--- src/utf16_to_html_escaped_utf8_unit_assert.svh ---
// assertion macros for the transcoder rtl
`ifndef UTF16_TO_HTML_ESCAPED_UTF8_UNIT_ASSERT_SVH
`define UTF16_TO_HTML_ESCAPED_UTF8_UNIT_ASSERT_SVH

// condition must hold at every edge out of reset
`define U16H_ASSERT_ALWAYS(lbl, cond, msg) \
   lbl: assert property (@(posedge clock) disable iff (reset) (cond)) else $error(msg);

// consequent must hold in the cycle after the antecedent
`define U16H_ASSERT_NEXT(lbl, ante, cons, msg) \
   lbl: assert property (@(posedge clock) disable iff (reset) (ante) |=> (cons)) else $error(msg);

`endif

--- src/u16h_pkg.sv ---
// types, constants and byte generation functions for the utf-16 to escaped utf-8 unit
package u16h_pkg;

   typedef enum logic [3:0] {
      KIND_NONE,
      KIND_ONE,
      KIND_TWO,
      KIND_THREE,
      KIND_FOUR,
      KIND_AMP,
      KIND_LT,
      KIND_GT,
      KIND_BR,
      KIND_TAB
   } kind_type;

   typedef struct packed {
      logic        flush;
      logic [9:0]  flush_payload;
      kind_type    kind;
      logic [20:0] code_point;
   } cmd_type;

   typedef struct packed {
      logic [7:0] out_byte;
      logic       last_of_item;
   } rsp_type;

   localparam logic [7:0] LEAD_TWO   = 8'hC0;
   localparam logic [7:0] LEAD_THREE = 8'hE0;
   localparam logic [7:0] LEAD_FOUR  = 8'hF0;
   localparam logic [7:0] CONT_BYTE  = 8'h80;
   localparam logic [5:0] HIGH_TAG   = 6'b110110;
   localparam logic [5:0] LOW_TAG    = 6'b110111;
   localparam logic [20:0] SUPP_BASE = 21'h10000;
   localparam logic [2:0] FLUSH_LEN  = 3'd3;

   // entity texts, left aligned and zero padded to five bytes
   localparam logic [39:0] AMP_TEXT = "&amp;";
   localparam logic [39:0] LT_TEXT  = {"&lt;", 8'h00};
   localparam logic [39:0] GT_TEXT  = {"&gt;", 8'h00};
   localparam logic [39:0] BR_TEXT  = "<br/>";
   localparam logic [39:0] TAB_TEXT = {"&#9;", 8'h00};

   function automatic kind_type classify(input logic [15:0] unit);
      kind_type k;
      priority if (unit == 16'h0026) k = KIND_AMP;
      else if (unit == 16'h003C) k = KIND_LT;
      else if (unit == 16'h003E) k = KIND_GT;
      else if (unit == 16'h000A) k = KIND_BR;
      else if (unit == 16'h0009) k = KIND_TAB;
      else if (unit < 16'h0020) k = KIND_NONE;
      else if (unit < 16'h0080) k = KIND_ONE;
      else if (unit < 16'h0800) k = KIND_TWO;
      else k = KIND_THREE;
      return k;
   endfunction

   function automatic logic [3:0] cmd_length(input cmd_type cmd);
      logic [3:0] body;
      unique case (cmd.kind)
         KIND_NONE:  body = 4'd0;
         KIND_ONE:   body = 4'd1;
         KIND_TWO:   body = 4'd2;
         KIND_THREE: body = 4'd3;
         KIND_FOUR:  body = 4'd4;
         KIND_AMP:   body = 4'd5;
         KIND_LT:    body = 4'd4;
         KIND_GT:    body = 4'd4;
         KIND_BR:    body = 4'd5;
         KIND_TAB:   body = 4'd4;
         default:    body = 4'd0;
      endcase
      return body + (cmd.flush ? {1'b0, FLUSH_LEN} : 4'd0);
   endfunction

   function automatic logic [7:0] text_byte(input logic [39:0] txt, input logic [2:0] j);
      logic [7:0] b;
      case (j)
         3'd0:    b = txt[39:32];
         3'd1:    b = txt[31:24];
         3'd2:    b = txt[23:16];
         3'd3:    b = txt[15:8];
         3'd4:    b = txt[7:0];
         default: b = 8'h00;
      endcase
      return b;
   endfunction

   function automatic logic [7:0] cmd_byte(input cmd_type cmd, input logic [2:0] idx);
      logic [15:0] sur;
      logic [2:0]  j;
      logic [20:0] cp;
      logic [7:0]  b;
      sur = {HIGH_TAG, cmd.flush_payload};
      cp  = cmd.code_point;
      j   = cmd.flush ? idx - FLUSH_LEN : idx;
      b   = 8'h00;
      if (cmd.flush && idx < FLUSH_LEN) begin
         case (idx[1:0])
            2'd0:    b = LEAD_THREE | {4'h0, sur[15:12]};
            2'd1:    b = CONT_BYTE | {2'b00, sur[11:6]};
            default: b = CONT_BYTE | {2'b00, sur[5:0]};
         endcase
      end else begin
         unique case (cmd.kind)
            KIND_ONE: b = cp[7:0];
            KIND_TWO: begin
               if (j == 3'd0) b = LEAD_TWO | {3'b000, cp[10:6]};
               else b = CONT_BYTE | {2'b00, cp[5:0]};
            end
            KIND_THREE: begin
               case (j)
                  3'd0:    b = LEAD_THREE | {4'h0, cp[15:12]};
                  3'd1:    b = CONT_BYTE | {2'b00, cp[11:6]};
                  default: b = CONT_BYTE | {2'b00, cp[5:0]};
               endcase
            end
            KIND_FOUR: begin
               case (j)
                  3'd0:    b = LEAD_FOUR | {5'h00, cp[20:18]};
                  3'd1:    b = CONT_BYTE | {2'b00, cp[17:12]};
                  3'd2:    b = CONT_BYTE | {2'b00, cp[11:6]};
                  default: b = CONT_BYTE | {2'b00, cp[5:0]};
               endcase
            end
            KIND_AMP: b = text_byte(AMP_TEXT, j);
            KIND_LT:  b = text_byte(LT_TEXT, j);
            KIND_GT:  b = text_byte(GT_TEXT, j);
            KIND_BR:  b = text_byte(BR_TEXT, j);
            KIND_TAB: b = text_byte(TAB_TEXT, j);
            default:  b = 8'h00;
         endcase
      end
      return b;
   endfunction

endpackage

--- src/u16h_fifo.sv ---
// two-entry queue with full and empty flags
module u16h_fifo #(
   parameter int Width = 8
) (
   input  logic             clock,
   input  logic             reset,
   input  logic             push,
   input  logic [Width-1:0] wdata,
   output logic             full,
   input  logic             pop,
   output logic [Width-1:0] rdata,
   output logic             empty
);

   logic [Width-1:0] mem_ff [2];
   logic       wr_ptr_ff, wr_ptr_in;
   logic       rd_ptr_ff, rd_ptr_in;
   logic [1:0] count_ff, count_in;
   logic       do_push, do_pop;

   assign full  = (count_ff == 2'd2);
   assign empty = (count_ff == 2'd0);
   assign do_push = push && !full;
   assign do_pop  = pop && !empty;
   assign rdata = mem_ff[rd_ptr_ff];

   always_comb begin
      wr_ptr_in = wr_ptr_ff ^ do_push;
      rd_ptr_in = rd_ptr_ff ^ do_pop;
      count_in  = count_ff + {1'b0, do_push} - {1'b0, do_pop};
   end

   always_ff @(posedge clock) begin
      if (reset) begin
         wr_ptr_ff <= 1'b0;
         rd_ptr_ff <= 1'b0;
         count_ff  <= 2'd0;
      end else begin
         wr_ptr_ff <= wr_ptr_in;
         rd_ptr_ff <= rd_ptr_in;
         count_ff  <= count_in;
      end
   end

   always_ff @(posedge clock) begin
      if (do_push) begin
         mem_ff[wr_ptr_ff] <= wdata;
      end
   end

endmodule

--- src/u16h_front.sv ---
// front end: surrogate pairing and classification of each code unit into a command
module u16h_front (
   input  logic            clock,
   input  logic            reset,
   input  logic            push,
   output logic            full,
   input  logic [15:0]     req_code_unit,
   input  logic            req_last_unit,
   output logic            cmd_push,
   output u16h_pkg::cmd_type cmd_data,
   input  logic            cmd_full
);

   logic       held_valid_ff, held_valid_in;
   logic [9:0] held_payload_ff, held_payload_in;
   logic       accept, is_high, is_low;

   assign full    = cmd_full;
   assign accept  = push && !cmd_full;
   assign is_high = (req_code_unit[15:10] == u16h_pkg::HIGH_TAG);
   assign is_low  = (req_code_unit[15:10] == u16h_pkg::LOW_TAG);

   always_comb begin
      cmd_data.flush         = 1'b0;
      cmd_data.flush_payload = held_payload_ff;
      cmd_data.kind          = u16h_pkg::KIND_NONE;
      cmd_data.code_point    = {5'd0, req_code_unit};
      held_valid_in          = 1'b0;
      held_payload_in        = 10'd0;
      if (held_valid_ff && is_low) begin
         cmd_data.kind       = u16h_pkg::KIND_FOUR;
         cmd_data.code_point = u16h_pkg::SUPP_BASE
                               + {1'b0, held_payload_ff, req_code_unit[9:0]};
      end else begin
         cmd_data.flush = held_valid_ff;
         if (is_high && !req_last_unit) begin
            held_valid_in   = 1'b1;
            held_payload_in = req_code_unit[9:0];
         end else begin
            cmd_data.kind = u16h_pkg::classify(req_code_unit);
         end
      end
   end

   // dropped controls and newly held surrogates produce no command unless a held surrogate is flushed
   assign cmd_push = accept && (cmd_data.flush || cmd_data.kind != u16h_pkg::KIND_NONE);

   always_ff @(posedge clock) begin
      if (reset) begin
         held_valid_ff   <= 1'b0;
         held_payload_ff <= 10'd0;
      end else if (accept) begin
         held_valid_ff   <= held_valid_in;
         held_payload_ff <= held_payload_in;
      end
   end

endmodule

--- src/u16h_back.sv ---
// back end: expands one command into its byte sequence, one byte per cycle while the result queue is not full
module u16h_back (
   input  logic              clock,
   input  logic              reset,
   input  logic              cmd_valid,
   input  u16h_pkg::cmd_type cmd_data,
   output logic              cmd_pop,
   output logic              rsp_push,
   output u16h_pkg::rsp_type rsp_data,
   input  logic              rsp_full
);

   `include "utf16_to_html_escaped_utf8_unit_assert.svh"

   logic [2:0] idx_ff, idx_in;
   logic [3:0] total;
   logic       done;

   assign total    = u16h_pkg::cmd_length(cmd_data);
   assign done     = ({1'b0, idx_ff} == total - 4'd1);
   assign rsp_push = cmd_valid && !rsp_full;
   assign cmd_pop  = rsp_push && done;

   always_comb begin
      rsp_data.out_byte     = u16h_pkg::cmd_byte(cmd_data, idx_ff);
      rsp_data.last_of_item = done;
      idx_in = idx_ff;
      if (rsp_push) begin
         idx_in = done ? 3'd0 : idx_ff + 3'd1;
      end
   end

   always_ff @(posedge clock) begin
      if (reset) begin
         idx_ff <= 3'd0;
      end else begin
         idx_ff <= idx_in;
      end
   end

   `U16H_ASSERT_ALWAYS(a_idx_in_range, !cmd_valid || ({1'b0, idx_ff} < total), "byte index past command length")
   `U16H_ASSERT_ALWAYS(a_cmd_not_empty, !cmd_valid || (total != 4'd0), "queued command has no bytes")
   `U16H_ASSERT_NEXT(a_idx_restart, cmd_pop, idx_ff == 3'd0, "byte index not cleared after command")
   `U16H_ASSERT_NEXT(a_stall_hold, cmd_valid && rsp_full, $stable(idx_ff), "byte index moved while stalled")

endmodule

--- src/utf16_to_html_escaped_utf8_unit.sv ---
// the first byte of a unit is registered in the command queue and then in the result queue before it is poppable
// throughput: one output byte per cycle while the result queue is not full, set by the byte expander in the back end
// a single-byte unit therefore sustains one unit per cycle; an n-byte unit holds the back end for all n bytes
// a command queue and a result queue of two entries each decouple the front end, the back end and the output port
// reset: synchronous, active high; clears the held surrogate and both queues
module utf16_to_html_escaped_utf8_unit (
   input  logic        clock,
   input  logic        reset,
   input  logic        push,
   output logic        full,
   input  logic [15:0] req_code_unit,
   input  logic        req_last_unit,
   output logic        empty,
   input  logic        pop,
   output logic [7:0]  rsp_out_byte,
   output logic        rsp_last_of_item
);

   u16h_pkg::cmd_type cmd_wdata, cmd_rdata;
   u16h_pkg::rsp_type rsp_wdata, rsp_rdata;
   logic cmd_push, cmd_full, cmd_empty, cmd_pop;
   logic rsp_push, rsp_full;

   u16h_front u_front (
      .clock         (clock),
      .reset         (reset),
      .push          (push),
      .full          (full),
      .req_code_unit (req_code_unit),
      .req_last_unit (req_last_unit),
      .cmd_push      (cmd_push),
      .cmd_data      (cmd_wdata),
      .cmd_full      (cmd_full)
   );

   u16h_fifo #(.Width($bits(u16h_pkg::cmd_type))) u_cmd_fifo (
      .clock (clock),
      .reset (reset),
      .push  (cmd_push),
      .wdata (cmd_wdata),
      .full  (cmd_full),
      .pop   (cmd_pop),
      .rdata (cmd_rdata),
      .empty (cmd_empty)
   );

   u16h_back u_back (
      .clock     (clock),
      .reset     (reset),
      .cmd_valid (!cmd_empty),
      .cmd_data  (cmd_rdata),
      .cmd_pop   (cmd_pop),
      .rsp_push  (rsp_push),
      .rsp_data  (rsp_wdata),
      .rsp_full  (rsp_full)
   );

   u16h_fifo #(.Width($bits(u16h_pkg::rsp_type))) u_rsp_fifo (
      .clock (clock),
      .reset (reset),
      .push  (rsp_push),
      .wdata (rsp_wdata),
      .full  (rsp_full),
      .pop   (pop),
      .rdata (rsp_rdata),
      .empty (empty)
   );

   assign rsp_out_byte     = rsp_rdata.out_byte;
   assign rsp_last_of_item = rsp_rdata.last_of_item;

endmodule
--- config.mk ---
export PLATFORM = sky130hd
export DESIGN_NAME = utf16_to_html_escaped_utf8_unit
export DESIGN_NICKNAME = d
export VERILOG_FILES = /design/src/u16h_pkg.sv /design/src/u16h_fifo.sv /design/src/u16h_front.sv /design/src/u16h_back.sv /design/src/utf16_to_html_escaped_utf8_unit.sv
export VERILOG_INCLUDE_DIRS = /design/src /design/src/src
export SDC_FILE = /design/constraint.sdc
export NUM_CORES = 1
export LEC_CHECK = 0
export ABC_AREA = 1
export BUFFER_PORTS_ARGS = -buffer_cell sky130_fd_sc_hd__buf_2
export CAP_MARGIN = 20
export CORE_ASPECT_RATIO = 0.75
export CORE_MARGIN = 5
export CORE_UTILIZATION = 50
export DETAILED_ROUTE_END_ITERATION = 12
export GPL_ROUTABILITY_DRIVEN = 0
export PLACE_DENSITY = 0.67
export SYNTH_ARGS = -nofsm -noshare
export SYNTH_HDL_FRONTEND = slang
export SYNTH_SLANG_ARGS = --single-unit
--- constraint.sdc ---
create_clock -name clock -period 4.5 [get_ports clock]
set_input_delay 0.9 -clock clock [delete_from_list [all_inputs] [get_ports clock]]
set_output_delay 0.9 -clock clock [all_outputs]
set_load 0.01 [all_outputs]
==> results of run 1 <==
[flip-flops by register name, summed over array words and instances (netlist names)]
signal	flops
u_cmd_fifo.mem_ff	72
u_back.idx_ff	3
u_front.held_valid_ff	1
u_cmd_fifo.wr_ptr_ff	1
u_rsp_fifo.mem_ff	18
u_rsp_fifo.rd_ptr_ff	1
u_rsp_fifo.count_ff	2
u_rsp_fifo.wr_ptr_ff	1
u_cmd_fifo.count_ff	2
u_cmd_fifo.rd_ptr_ff	1
u_front.held_payload_ff	10
[layout by cell type (no fill, tap or decap), types with 2 or more instances in the layout]
cell type  instances
nor2_1            60
o211ai_1           6
mux2i_1            5
nor2_2             3
o22ai_1            3
o21ai_1            5
a211oi_1           2
nand2_1          208
inv_1             71
nand3_4            2
buf_2             31
o2111ai_1          2
dfxtp_1           22
nor2_4             4
nand4_1            3
nor3_1             9
ha_1              15
inv_8              2
clkbuf_16          9
a21oi_1           34
xor2_1             5
inv_2              5
nand2_2           15
o221ai_1           3
nor2_8             3
inv_4              2
edfxtp_1          90
a21oi_2            3
nand3_1           44
o21ai_0           23
buf_4              5
nor4_1             5
nand3_2            2
nand2_4           14
[cell families (layout without fill, tap and decap cells)]
logic type / after synthesis / after routing / synth area share (%)
buf+inv: 93 / 130 / 6.38
fa+ha+maj: 16 / 16 / 3.40
mux: 5 / 5 / 0.820
flops: 112 / 112 / 51.5
compound gates: 84 / 84 / 7.89
xor+xnor: 6 / 6 / 0.861
simple gates: 374 / 374 / 29.1
[synth_stat cells (2+ instances only)]
cell       instances  area share [%]
dfxtp_1           22             7.2
buf_2              6            0.49
nand3_4            2            0.57
o211ai_1           6            0.74
ha_1              15             3.1
inv_2              5            0.31
nand4_1            3            0.31
nor3_1             9            0.74
o22ai_1            3            0.31
xor2_1             5            0.72
o21ai_1            5            0.41
o2111ai_1          2            0.29
a21oi_2            3            0.43
nor2_8             3            0.98
o21ai_0           23             1.9
inv_1             71             4.4
nand2_2           15             1.5
mux2i_1            5            0.82
nand3_2            2            0.33
a211oi_1           2            0.25
nand2_4           14             2.6
a21oi_1           34             2.8
inv_4              2            0.21
nor4_1             5            0.51
clkbuf_1           6            0.37
edfxtp_1          90              44
nor2_4             4            0.74
nor2_2             3            0.31
o221ai_1           3            0.43
nor2_1            60             3.7
nand2_1          208              13
nand3_1           44             3.6
[final cells by class]
class / count / area [sq um] / area share, %
sequential: 112 / 3140 / 46.8
clock buffer: 9 / 225 / 3.35
inverter: 78 / 298 / 4.43
multi-input combinational: 485 / 2570 / 38.3
tap: 166 / 208 / 3.09
clock inverter: 7 / 80.1 / 1.19
timing repair buffer: 36 / 193 / 2.87
[per-layer routing]
| metal | wire, um | up-vias |
|---|---|---|
| met3 | 1270 | 21 |
| met5 | 0 | - |
| met1 | 6800 | 2264 |
| met4 | 165 | 0 |
| met2 | 6340 | 197 |
| li1 | - | 2354 |
[per-stage QoR]
step | instance area (sq um) | hold slack (ps) | setup slack (ps) | instances
after floorplan | 6100 | 443 | 1170 | 690
after global placement | 6410 | 459 | 712 | 877
after detailed placement | 6410 | 472 | 552 | 877
after CTS | 6720 | 491 | 529 | 893
after global routing | 6720 | 511 | 139 | 893
final | 6720 | 494 | 564 | 893
[power breakdown]
part / switching [W] / internal (W)
clock: 0.000402 / 0.000399
combinational: 0.00129 / 0.000556
sequential: 0.0000877 / 0.00137
[final timing paths]
check                                                           to  slack [ps]  cells after the start
worst max register to register   u_cmd_fifo.count_ff[1]$_SDFF_PP0_         560                     20
worst max-delay path             u_cmd_fifo.count_ff[1]$_SDFF_PP0_         560                     20
worst min register to register  u_cmd_fifo.mem_ff[1][28]$_DFFE_PP_         490                      0
worst min-delay path            u_cmd_fifo.mem_ff[1][28]$_DFFE_PP_         490                      0
==> impl_metrics.toml, run 1 <==
[run_status]
status = "finished clean"

[timing]
finalSetupTns_ps = 0
skew_ps = 11.4
period_share_pct = 87.5
relSlewSlack_pct = 55.0
finalHoldViolCount = 0
max_freq_mhz = 254
tightestPinTransition_ps = 672
maxSlewViolCount = 0
setup_violations = 0
fin_crit_ps = 3940
rsz0062_at_grt = "no"

[cells_and_area]
fill_cells = 1111
n_antenna_cell = 0
fin_nets = 759
utilization_pct = 55.4
drive_gt1_share_pct = 14.7
synthToLayoutAreaGrowth_pct = 10.1

[route]
vias = 4836
drt.antenna.violating_nets = 0
viasPerCell = 5.42
drt_iter0_markers = 539
dr.pass1.iters = 6
wl_mm = 14.6
wl_per_cell_um = 16.3
remaining_drc_errors = 0

[worst_setup_path]
cp_slowest_stage_delay_ps = 460
critPathMaxFanout = 38
required_ps = 4790
crit_arrival_ps = 4220
path_class = "reg -> reg"
crit_family = "adder cells"
r2r_start = "u_cmd_fifo.rd_ptr_ff$_SDFF_PP0_"
setup.worst_path.start = "u_cmd_fifo.rd_ptr_ff$_SDFF_PP0_"
cp_slowest_cell = "dfxtp_1"
crit_chain = "buf_4, nand2_2, nand2_4, inv_1, ha_1, inv_1, ha_1, fa_1, xor2_1, nor3_1, nand2_1, a21oi_2, nand2_2, inv_1, ha_1, inv_1, ha_1, xor2_1, o21ai_0, a21oi_1"
cp-end-kind = "register"
cp-start-kind = "register"
critPathBufInv = 5

[clocking]
cts_buffers = 9
hold_buffers = 0
cts.clk_slew.worst_paths_ps = 80
clock_latency_ps = 360
cts_resized = 0
post_cts.repair.setup_buffers = 0
ctsHtreeMaxLevel = 3
cts_tree = "built"
max-clock-path-buffers = 2
cts_sinks = 112
cts_root_buf = "clkbuf_16"

[global_routing]
grt_pass1_wl_mm = 23.4
grt_antenna_before_repair = 0
grt_start_max_net_pins = 39
overflow = 0
use_met1_pct = 32.0
grt_pass1_vias = 4548
grt-busiest-layer = "met1"
grt_usage_pct = 21.0
gr-usage-met3_pct = 4.63
grt.met2_usage_pct = 30.2

[floorplanning]
core.rowCount = 35
die_y_um = 106
core_sq_um = 12100
die_w_um = 138
initial_utilization_pct = 50.3
die_area_sq_um = 14500
io_pins = 32

[hold_path]
worstHoldPathType = "reg -> reg"
min_from = "u_front.held_payload_ff[3]$_SDFFE_PP0P_"

[yosys]
yosysWarnings = 0
synth_edf_count = 90
synth_fp_nets = 727
async_reset_ff_share_pct = 0
syn_inst = 690
ys_seq_area_share_pct = 51.5
synth.distinct_cells = 42
synthFlopType = "edfxtp_1"
syn_area_sq_um = 6100
synth-seq-cells = 112
syn_avg_cell_area_sq_um = 8.84

[power_and_ir_drop]
vdd_ir_drop_max_uv = 330
powerDensity_nw_per_um2 = 610
p_leak_nw = 2.87
power.total_w = 0.00410

[place]
port_buffers = 31
dp.final_hpwl_mm = 10.8

[job]
cap_violations = 0
No activity file was read; power rests on OpenSTA's default activity.
==> inputs of run 2 (changes only) <==
--- a/config.mk
+++ b/config.mk
@@ -15,6 +15,7 @@
 export DETAILED_ROUTE_END_ITERATION = 12
 export GPL_ROUTABILITY_DRIVEN = 0
 export PLACE_DENSITY = 0.67
+export RECOVER_POWER = 50
 export SYNTH_ARGS = -nofsm -noshare
 export SYNTH_HDL_FRONTEND = slang
 export SYNTH_SLANG_ARGS = --single-unit
==> run 2 against run 1 <==
First-iteration DRC count shrank 8.9%. Clock skew about the same. Power fell by 0.25%. Routed wire length shrank 0.26%. Die area unchanged. Count of clock-buffer cells in the layout did not move. Via count up 1.2%. Critical endpoint unchanged. Largest cell class unchanged.
==> impl_metrics.toml, run 2 (same netlist as run 1, synthesis figures left out) <==
[run_status]
status = "finished clean"

[timing]
fin_crit_ps = 3940
tightestPinTransition_ps = 747
period_share_pct = 87.6
max_freq_mhz = 254
rsz0062_at_grt = "no"
skew_ps = 11.5
fin_ws_ps = 557
holdWs_ps = 491
relSlewSlack_pct = 50.2
finalHoldViolCount = 0
finalSetupTns_ps = 0
setup_violations = 0
maxSlewViolCount = 0

[cells_and_area]
mostFrequentLayoutCell = "nand2_1"
fin_nets = 759
seq_area_sq_um = 3140
fin_area_sq_um = 6700
top_regs = "u_cmd_fifo.mem_ff x72, u_rsp_fifo.mem_ff x18, u_front.held_payload_ff x10"
synthToLayoutAreaGrowth_pct = 9.74
n_antenna_cell = 0
fill_cells = 1120
drive_gt1_share_pct = 12.8
largest_register = "u_cmd_fifo.mem_ff"
largest_reg_flops = 72
utilization_pct = 55.2
multi_input_area_sq_um = 2570
final_cell_mix = "nand2_1, edfxtp_1, inv_1"

[power_and_ir_drop]
vdd_ir_drop_max_uv = 327
p_leak_nw = 2.83
powerDensity_nw_per_um2 = 611

[clocking]
ctsHtreeMaxLevel = 3
cts_buffers = 9
clock_latency_ps = 360
post_cts.repair.setup_buffers = 0
cts_root_buf = "clkbuf_16"
hold_buffers = 0
cts.clk_slew.worst_paths_ps = 80
cts_resized = 0
cts_tree = "built"
cts_sinks = 112
max-clock-path-buffers = 2

[floorplanning]
die_w_um = 138
die_y_um = 106
io_pins = 32
core.rowCount = 35
core_sq_um = 12100
initial_utilization_pct = 50.3
die_area_sq_um = 14500

[place]
dp.final_hpwl_mm = 10.8
place_ws_ps = 552
placed_area_sq_um = 6410
port_buffers = 31

[worst_setup_path]
path_class = "reg -> reg"
cp_slowest_stage_delay_ps = 460
timing.rr.end = "u_cmd_fifo.count_ff[1]$_SDFF_PP0_"
cp-end-kind = "register"
cp_slowest_cell = "dfxtp_1"
rrSetupSlack_ps = 560
crit_chain = "buf_4, nand2_2, nand2_4, inv_1, ha_1, inv_1, ha_1, fa_1, xor2_1, nor3_1, nand2_1, a21oi_2, nand2_2, inv_1, ha_1, inv_1, ha_1, xor2_1, o21ai_0, a21oi_1"
critPathMaxFanout = 38
r2r_cells = 20
r2r_start = "u_cmd_fifo.rd_ptr_ff$_SDFF_PP0_"
crit_arrival_ps = 4230
required_ps = 4780
cp-start-kind = "register"

[route]
wl_per_cell_um = 16.3
drt_iter0_markers = 491
drt.antenna.violating_nets = 0
wl_mm = 14.5
viasPerCell = 5.48
remaining_drc_errors = 0
dr.pass1.iters = 5
vias = 4893

[hold_path]
holdPathStages = 0
min_from = "u_front.held_payload_ff[3]$_SDFFE_PP0P_"
worstHoldPathType = "reg -> reg"
hold_end = "u_cmd_fifo.mem_ff[1][28]$_DFFE_PP_"

[global_routing]
grt_start_max_net_pins = 39
grt_pass1_wl_mm = 23.4
grt_usage_pct = 21.0
grt_antenna_before_repair = 0
grt_pass1_vias = 4548
overflow = 0

[job]
cap_violations = 0
## run 2: per-stage QoR
step,total power [W],std cells
after global routing,0.00438,893
after CTS,0.00410,893
final,0.00409,893
after detailed placement,0.00329,877
after floorplan,0.00283,690
after global placement,0.00325,877
## run 2: report_power, final
group	internal, W	switching (W)	leakage (nW)	total, W
Clock	0.000399	0.000399	0.146	0.000797
Combinational	0.000552	0.00128	1.66	0.00184
Sequential	0.00137	0.0000875	1.02	0.00146
## run 2: area by class of cell
cell class | instances | share of cell area [%]
sequential | 112 | 46.9
inverter | 78 | 4.45
timing repair buffer | 36 | 2.58
clock buffer | 9 | 3.36
tap | 166 | 3.10
clock inverter | 7 | 1.20
multi-input combinational | 485 | 38.4
## run 2: worst max-delay path, delay by kind of cell, from the launching register on
kind,cells,cell delay [ps]
adder cells (fa/ha/maj),5,1290
AND/OR/NAND/NOR,5,690
buffers and inverters,5,650
flip-flops,1,460
AO/OA/AOI/OAI,3,430
XOR/XNOR,2,350
## run 2: how the worst max path moves through the flow
stage / from / endpoint / cells past startpoint
after floorplan: u_cmd_fifo.rd_ptr_ff$_SDFF_PP0_ / u_cmd_fifo.count_ff[1]$_SDFF_PP0_ / 26
after global placement: u_cmd_fifo.rd_ptr_ff$_SDFF_PP0_ / u_cmd_fifo.count_ff[1]$_SDFF_PP0_ / 20
after detailed placement: u_cmd_fifo.rd_ptr_ff$_SDFF_PP0_ / u_cmd_fifo.count_ff[1]$_SDFF_PP0_ / 20
after CTS: u_cmd_fifo.rd_ptr_ff$_SDFF_PP0_ / u_cmd_fifo.count_ff[1]$_SDFF_PP0_ / 20
after global routing: u_cmd_fifo.rd_ptr_ff$_SDFF_PP0_ / u_cmd_fifo.count_ff[1]$_SDFF_PP0_ / 20
final: u_cmd_fifo.rd_ptr_ff$_SDFF_PP0_ / u_cmd_fifo.count_ff[1]$_SDFF_PP0_ / 20
## run 2: layer usage
metal	share of wire, %	GRT usage, %	routed length, um
met5	0	0	0
met4	1.2	5.27	174
met3	9.0	4.63	1310
met1	47	32.0	6770
met2	43	30.2	6280
==> inputs of run 3 (changes only) <==
--- a/config.mk
+++ b/config.mk
@@ -7,13 +7,14 @@
 export NUM_CORES = 1
 export LEC_CHECK = 0
 export ABC_AREA = 1
-export BUFFER_PORTS_ARGS = -buffer_cell sky130_fd_sc_hd__buf_2
+export BUFFER_PORTS_ARGS = -buffer_cell sky130_fd_sc_hd__buf_4
 export CAP_MARGIN = 20
 export CORE_ASPECT_RATIO = 0.75
 export CORE_MARGIN = 5
 export CORE_UTILIZATION = 50
 export DETAILED_ROUTE_END_ITERATION = 12
 export GPL_ROUTABILITY_DRIVEN = 0
+export HOLD_SLACK_MARGIN = 0.06
 export PLACE_DENSITY = 0.67
 export RECOVER_POWER = 50
 export SYNTH_ARGS = -nofsm -noshare
==> run 3 against run 2 <==
Register-to-register slack worse by 30 ps. Count of clock-buffer cells in the layout unchanged. Power up 0.86%. Final cell count up 0.11%. Clock skew up 3.5 ps. Combinational power about the same. Highest routed layer unchanged.
==> impl_metrics.toml, run 3 (same netlist as run 1, synthesis figures left out) <==
[floorplanning]
io_pins = 32
core_sq_um = 12100
die_y_um = 106
die_area_sq_um = 14500
core.rowCount = 35
die_w_um = 138
initial_utilization_pct = 50.3

[hold_path]
hold_end = "u_cmd_fifo.mem_ff[0][28]$_DFFE_PP_"
min_from = "u_front.held_payload_ff[3]$_SDFFE_PP0P_"
holdPathStages = 0
worstHoldPathType = "reg -> reg"

[clocking]
cts_root_buf = "clkbuf_16"
cts_resized = 0
cts_buffers = 9
max-clock-path-buffers = 2
clock_latency_ps = 350
cts_tree = "built"
cts.clk_slew.worst_paths_ps = 80
post_cts.repair.setup_buffers = 0
ctsHtreeMaxLevel = 3
hold_buffers = 0
cts_sinks = 112

[place]
place_ws_ps = 477
port_buffers = 31
dp.final_hpwl_mm = 11.1

[worst_setup_path]
timing.rr.end = "u_cmd_fifo.count_ff[1]$_SDFF_PP0_"
required_ps = 4780
cp-start-kind = "register"
crit_arrival_ps = 4260
r2r_cells = 20
path_class = "reg -> reg"
r2r_start = "u_cmd_fifo.rd_ptr_ff$_SDFF_PP0_"
rrSetupSlack_ps = 520
critPathMaxFanout = 38
cp-end-kind = "register"

[timing]
maxSlewViolCount = 0
tightestPinTransition_ps = 672
fin_crit_ps = 3980
rsz0062_at_grt = "no"
max_freq_mhz = 251
finalSetupTns_ps = 0
skew_ps = 14.9
setup_violations = 0
relSlewSlack_pct = 55.0
fin_ws_ps = 523
period_share_pct = 88.4
finalHoldViolCount = 0

[cells_and_area]
fin_nets = 760
n_antenna_cell = 0
fill_cells = 1087
largest_reg_flops = 72
synthToLayoutAreaGrowth_pct = 10.6
top_regs = "u_cmd_fifo.mem_ff x72, u_rsp_fifo.mem_ff x18, u_front.held_payload_ff x10"
final_cell_mix = "nand2_1, edfxtp_1, inv_1"
multi_input_area_sq_um = 2570
seq_area_sq_um = 3140
mostFrequentLayoutCell = "nand2_1"
largest_register = "u_cmd_fifo.mem_ff"
drive_gt1_share_pct = 13.0

[power_and_ir_drop]
power.switching_w = 0.00178
p_leak_nw = 2.85
p_sw_share_pct = 43.0
vdd_ir_drop_max_uv = 319
combinationalPowerShare_pct = 45.4
seq_power_share_pct = 35.3
clockPowerShare_pct = 19.3
powerDensity_nw_per_um2 = 611
p_int_w = 0.00235

[run_status]
status = "finished clean"

[route]
drt.antenna.violating_nets = 0
remaining_drc_errors = 0
vias = 4810
viasPerCell = 5.38
drt_iter0_markers = 576
dr.pass1.iters = 6
wl_mm = 14.6
wl_per_cell_um = 16.4

[global_routing]
overflow = 0
grt_usage_pct = 21.3
grt_start_max_net_pins = 39
grt_antenna_before_repair = 0
grt_pass1_wl_mm = 24.1
grt_pass1_vias = 4599

[job]
cap_violations = 0
[run 3: cell types whose count changed in the layout (fill, tap and decap cells not counted)]
cell,change
inv_4,+1
clkbuf_1,-1
inv_12,-1
buf_2,-18
buf_4,+18
clkinvlp_4,-1
clkbuf_4,+2
clkinv_8,+1
[run 3: per-layer routing]
metal | GRT usage (%) | wire (um)
met5 | 0 | 0
met1 | 31.9 | 6940
met3 | 4.96 | 1060
met2 | 31.1 | 6410
met4 | 5.20 | 221
[run 3: how the worst max path moves through the flow]
stage | startpoint | to
6_report | u_cmd_fifo.rd_ptr_ff$_SDFF_PP0_ | u_cmd_fifo.count_ff[1]$_SDFF_PP0_
5_1_grt | u_cmd_fifo.rd_ptr_ff$_SDFF_PP0_ | u_cmd_fifo.count_ff[1]$_SDFF_PP0_
4_1_cts | u_cmd_fifo.rd_ptr_ff$_SDFF_PP0_ | u_cmd_fifo.count_ff[1]$_SDFF_PP0_
3_5_place_dp | u_cmd_fifo.rd_ptr_ff$_SDFF_PP0_ | u_cmd_fifo.count_ff[1]$_SDFF_PP0_
3_3_place_gp | u_cmd_fifo.rd_ptr_ff$_SDFF_PP0_ | u_cmd_fifo.count_ff[1]$_SDFF_PP0_
2_1_floorplan | u_cmd_fifo.rd_ptr_ff$_SDFF_PP0_ | u_cmd_fifo.count_ff[1]$_SDFF_PP0_
[run 3: final cells by class]
cell class	instances	share of cell area, %
Sequential cell	112	46.6
Multi-Input combinational cell	485	38.1
Inverter	78	4.41
Timing Repair Buffer	37	3.39
Clock buffer	9	3.34
Tap cell	166	3.08
Clock inverter	7	1.17
[run 3: through the flow]
stage	hold WS (ps)	power (W)	std cells	area [sq um]	utilization [%]
floorplan	443	0.00283	690	6100	-
global placement	460	0.00330	878	6500	53.6
detailed placement	475	0.00335	878	6500	53.6
CTS	495	0.00415	894	6800	56.1
global route	526	0.00443	894	6750	55.7
finish	494	0.00412	894	6750	55.7
[run 3: power groups by stage]
| stage | sequential, W | combinational, W | clock, W |
|---|---|---|---|
| 3_5_place_dp | 0.00148 | 0.00187 | 0 |
| 5_1_grt | 0.00147 | 0.00211 | 0.000846 |
| 6_report | 0.00146 | 0.00187 | 0.000795 |
| 4_1_cts | 0.00146 | 0.00188 | 0.000812 |
| 3_3_place_gp | 0.00147 | 0.00182 | 0 |
| 2_1_floorplan | 0.00145 | 0.00138 | 0 |
[run 3: worst max-delay path, cell delays in order (launching register included)]
cell,delay (ps)
dfxtp_1,460
buf_4,430
nand2_2,200
nand2_4,140
inv_1,60
ha_1,280
inv_1,40
ha_1,210
fa_1,460
xor2_1,160
nor3_1,140
nand2_1,90
a21oi_2,200
nand2_2,110
inv_1,80
ha_1,220
inv_1,60
ha_1,150
xor2_1,190
o21ai_0,110
a21oi_1,130
